<file path="config.mk">
export PLATFORM = sky130hd
export DESIGN_NAME = m3i_out
export DESIGN_NICKNAME = d
export VERILOG_FILES = /design/src/hdl/matrix3_inverse_core_macros.svh /design/src/hdl/m3i_pkg.sv /design/src/hdl/m3i_out.sv
export SDC_FILE = /design/constraint.sdc
export NUM_CORES = 1
export LEC_CHECK = 0
export BUFFER_PORTS_ARGS = -buffer_cell sky130_fd_sc_hd__buf_2
export CORE_MARGIN = 4
export CORE_UTILIZATION = 29
export CTS_CLUSTER_DIAMETER = 120
export CTS_CLUSTER_SIZE = 12
export DETAILED_ROUTE_END_ITERATION = 8
export SETUP_SLACK_MARGIN = 0.3
export SYNTH_ARGS = -nofsm -noshare
export SYNTH_HDL_FRONTEND = slang
export SYNTH_SLANG_ARGS = --single-unit
</file>
<file path="constraint.sdc">
create_clock -name clock -period 10.9 [get_ports clock]
set_clock_uncertainty 0.05 [all_clocks]
set_input_delay 0.545 -clock clock [delete_from_list [all_inputs] [get_ports clock]]
set_output_delay 0.545 -clock clock [all_outputs]
set_load 0.005 [all_outputs]
</file>
<file path="src/hdl/matrix3_inverse_core_macros.svh">
// ---------------------------------------------------------------------------
// matrix3 inverse core assertion macros
// shared assertion wrappers, empty when synthesised
// ---------------------------------------------------------------------------
`ifndef MATRIX3_INVERSE_CORE_MACROS_SVH
`define MATRIX3_INVERSE_CORE_MACROS_SVH
`ifndef SYNTHESIS
`define M3I_ASSERT_IMPLY(lbl, clk, rst, ante, cons) \
   lbl: assert property (@(posedge clk) disable iff (rst) (ante) |-> (cons)) \
      else $error("m3i assertion failed");
`define M3I_ASSERT_NEXT(lbl, clk, rst, ante, cons) \
   lbl: assert property (@(posedge clk) disable iff (rst) (ante) |=> (cons)) \
      else $error("m3i assertion failed");
`else
`define M3I_ASSERT_IMPLY(lbl, clk, rst, ante, cons)
`define M3I_ASSERT_NEXT(lbl, clk, rst, ante, cons)
`endif
`endif

</file>
<file path="src/hdl/m3i_pkg.sv">
// ---------------------------------------------------------------------------
// m3i package
// shared types and constants of the 3x3 inverse core
// ---------------------------------------------------------------------------
`default_nettype none
package m3i_pkg;
   // number of matrix elements per beat
   localparam int LANES = 9;

   // control travelling alongside each beat through the pipeline
   typedef struct packed {
      logic valid;
      logic singular;
   } beat_ctl_type;
endpackage
`default_nettype wire

</file>
<file path="src/hdl/m3i_out.sv">
// ---------------------------------------------------------------------------
// m3i output stage
// sign, clamp and singular handling into the response register
// ---------------------------------------------------------------------------
`default_nettype none
module m3i_out #(
   parameter int ELEM_WIDTH = 32,
   localparam int EW = ELEM_WIDTH
) (
   input  logic                              clock,
   input  logic                              reset,
   input  m3i_pkg::beat_ctl_type             in_ctl,
   output logic                              in_ready,
   input  logic [m3i_pkg::LANES-1:0]         in_neg,
   input  logic [m3i_pkg::LANES-1:0]         in_ovf,
   input  logic [m3i_pkg::LANES-1:0][EW-1:0] in_quo,
   input  logic                              out_ready,
   output logic                              out_valid,
   output logic [m3i_pkg::LANES-1:0][EW-1:0] out_elem,
   output logic                              out_singular,
   output logic                              out_saturated
);
   localparam logic [EW-1:0] HALF = EW'(1) << (EW - 1);

   logic                              v_ff;
   logic [m3i_pkg::LANES-1:0][EW-1:0] elem_ff, elem_in;
   logic                              sing_ff, sat_ff, sat_in;
   logic [m3i_pkg::LANES-1:0]         big;

   assign in_ready = !v_ff || out_ready;

   always_comb begin
      for (int k = 0; k < m3i_pkg::LANES; k++) begin
         big[k] = in_ovf[k] || (in_neg[k] ? (in_quo[k] > HALF) : (in_quo[k] > HALF - 1'b1));
         if (in_ctl.singular) elem_in[k] = '0;
         else if (big[k])     elem_in[k] = in_neg[k] ? HALF : ~HALF;
         else                 elem_in[k] = in_neg[k] ? EW'(-in_quo[k]) : in_quo[k];
      end
      sat_in = !in_ctl.singular && (|big);
   end

   always_ff @(posedge clock) begin
      if (reset) begin
         v_ff <= 1'b0;
      end else if (in_ready) begin
         v_ff <= in_ctl.valid;
      end
   end

   always_ff @(posedge clock) begin
      if (in_ready) begin
         elem_ff <= elem_in;
         sing_ff <= in_ctl.singular;
         sat_ff  <= sat_in;
      end
   end

   assign out_valid     = v_ff;
   assign out_elem      = elem_ff;
   assign out_singular  = sing_ff;
   assign out_saturated = sat_ff;
endmodule
`default_nettype wire

</file>
==> flow_summary.ini <==
[finish]
stdcell_count = 3760
ff_latch_area_sq_um = 8730
multi_input_area_sq_um = 11000
stdcell_area_sq_um = 25100
areaGrowthSynthToFinish_pct = 22.6
final_nets = 3111
nFillCells = 7294
drive_gt1_frac = 0.257
final_util = 0.359

[synthesis]
synthXorXnorAreaFrac = 0.0167
synth_top_family_by_area = simple AND/OR/NAND/NOR gates
yosys.area.top_type = edfxtp_1
synth_simple_gate_area_share = 0.254
synth_edf_count = 290
synth_area_per_cell_sq_um = 8.93
synth.top_cell.area_share = 0.425
yosysUniqueCellTypes = 84
synth-seq-cells = 291
syn_nets = 2616
syn_area_sq_um = 20500
synth_compound_area_frac = 0.209
synth_adder_area_share = 0.00549
synthMuxAreaShare = 0.0481
ys_seq_area_frac = 0.426
syn_inst = 2296
yosys-top-cells-area = edfxtp_1 (42%), nor2_1 (8.0%), o22a_1 (4.9%)
ys_warn_count = 0
async_flop_share = 0
synth_flop_cell = edfxtp_1

[timing]
tightest_slew_ns = 1.26
max_slew_margin = 0.152
hold_viol = 0
period_needed_ns = 3.70
fmax_ghz = 0.270
rsz0062_at_grt = no
setup_tns_ns = 0
setup_viol = 0
fin_crit_sh = 0.339
maxSlewViolCount = 0

[pwr]
p_leak_nw = 9.99
p_per_area_nw_per_um2 = 118
peakVddDrop_mv = 0.0810

[detailed_routing]
vias = 20200
dr.pass1.iters = 7
wl_per_cell_microns = 20.8
wl_microns = 78100
drc = 0
ant_nets = 0
drtIter0Drc = 1795
viasPerCell = 5.36

[worst_setup_path]
r2r-end = out_elem[157]$_SDFFCE_PP0P_
required_ns = 11.27
crit_fanout = 35
reg2reg_from = out_valid$_SDFFE_PP0P_
start_kind = input port
cp-end-kind = flip-flop
cp.arrival_ns = 4.07
crit_type = in -> reg
worstRegToRegCells = 3
r2r_slack_ns = 8.30

[clock_network]
cts_max_level = 1
numCtsBuffers = 28
clock-root-buffer = clkbuf_16
tritoncts = yes
postCtsSetupRepairBufs = 0
cts_hold_buf = 0
ctsLongestPathBuffers = 3
clkSlewWorstSetupHoldPaths_ns = 0.07
cts_resized = 0
insertion_delay_ns = 0.59
cts.sinks = 291

[global_route]
grt_overflow = 0
grt_max_degree = 167
grt_pass1_vias = 18800
grt_pass1_wl_microns = 116000
grt_util_all_layers = 0.195
antenna_found_initial = 36

[die]
die_area_sq_um = 75000
start_util = 0.293
num_io_pins = 603
die_y_microns = 274
rows = 97
die_x_microns = 274
coreArea_sq_um = 70000

[place]
routabilityCongestion = 0.895
post_dp_cell_area_sq_um = 24300
hpwlAfterDp_microns = 56600
placed_cells_incl_taps = 3701
portBuffers = 602

[worst_hold_path]
hp-start = reset
hp-class = in -> reg
min_to = out_valid$_SDFFE_PP0P_
hold_depth = 2

[job]
maxCapViolations = 0

[status]
status = finished, final reports clean
[through the flow]
step / hold slack [ns] / setup WS [ns] / power, W
4_1_cts: 0.0213 / 7.25 / 0.00301
5_1_grt: 0.0278 / 6.86 / 0.00312
3_5_place_dp: 0.656 / 6.62 / 0.00200
6_report: 0.0554 / 7.20 / 0.00296
3_3_place_gp: 0.650 / 6.63 / 0.00200
2_1_floorplan: 0.564 / 2.59 / 0.00170
[synthesized netlist by cell type (7+ instances only)]
master    count
nor4_1       66
o221a_2      10
a21o_1        7
inv_1        43
a31oi_1      37
or2_2        15
nor3b_1      22
o311a_1      10
clkbuf_1    135
nor2b_1      61
or3_1        34
nor2_1      439
o21a_1       30
o21ai_0     106
mux2i_1      93
a211oi_1     36
nand2b_1     36
and3_1       16
or4_1        36
ha_1          9
nor3_1      113
nand4_1      18
buf_2        14
xnor2_1      18
o31ai_1      15
edfxtp_1    290
o22a_1      114
a311oi_1     11
o41ai_1       8
nand3_1      26
xor2_1       21
nand2_1      93
a21oi_1     163
[power breakdown]
part / total (W) / internal [W] / switching [W]
Combinational: 0.000597 / 0.000228 / 0.000369
Clock: 0.000989 / 0.000519 / 0.000470
Sequential: 0.00138 / 0.00134 / 0.0000317
Total: 0.00296 / 0.00209 / 0.000871
[worst max path at each step]
stage	to	from	cells past startpoint
3_3_place_gp	out_elem[53]$_SDFFCE_PP0P_	in_neg[1]	7
4_1_cts	out_elem[58]$_SDFFCE_PP0P_	in_neg[1]	7
3_5_place_dp	out_elem[56]$_SDFFCE_PP0P_	in_neg[1]	7
5_1_grt	out_elem[58]$_SDFFCE_PP0P_	in_neg[1]	7
6_report	out_elem[58]$_SDFFCE_PP0P_	in_neg[1]	7
2_1_floorplan	out_valid$_SDFFE_PP0P_	out_ready	2
[routing by layer]
metal,vias to the layer above,part of all wire,wire [microns],global-route usage
met5,-,0.0022,169,0
met4,26,0.031,2450,0.0611
met3,131,0.095,7450,0.0630
met2,708,0.46,36300,0.321
met1,9569,0.41,31700,0.244
li1,9722,-,-,-
[cells by family (layout without fill, tap and decap cells)]
family | after synthesis | after routing
XOR/XNOR | 39 | 39
buffers and inverters | 205 | 713
adder cells (fa/ha/maj) | 9 | 9
multiplexers | 98 | 98
AO/OA/AOI/OAI | 624 | 624
other | 0 | 16
flip-flops | 291 | 291
AND/OR/NAND/NOR | 1030 | 1030
[area by class of cell]
type / instances / share of cell area
clock buffers: 42 / 0.0316
well taps: 940 / 0.0468
repair buffers: 624 / 0.128
flip-flops and latches: 291 / 0.347
clock inverters: 1 / 0.00119
diodes: 16 / 0.00159
multi-input cells: 1800 / 0.437
inverters: 46 / 0.00687
[cells in the final DEF (no fill, tap or decap), types with 18 or more instances in the layout]
cell type	count
o21a_1	30
nand2_1	93
nor4_1	66
nor2_1	439
a31oi_1	36
nor3b_1	22
xor2_1	21
xnor2_1	18
nand2b_1	35
o21ai_0	106
nand4_1	18
mux2i_1	93
clkbuf_16	29
nor2b_1	61
or3_1	34
buf_2	601
buf_4	20
inv_1	42
o22a_1	114
edfxtp_1	290
nor3_1	113
a211oi_1	36
nand3_1	26
a21oi_1	163
or4_1	36
[sequential cells by signal, indices dropped and copies added (netlist names)]
register / cells
out_elem: 288
out_saturated: 1
out_singular: 1
out_valid: 1
[critical path, cell delays in order]
cell and delay (ns):
buf_2 0.44, clkinv_1 0.88, nor4_1 0.48, nand3_1 0.14, o21ai_1 0.96, o21ai_1 0.33, a211oi_1 0.27
Note: power is estimated with default switching activity, not from simulation.
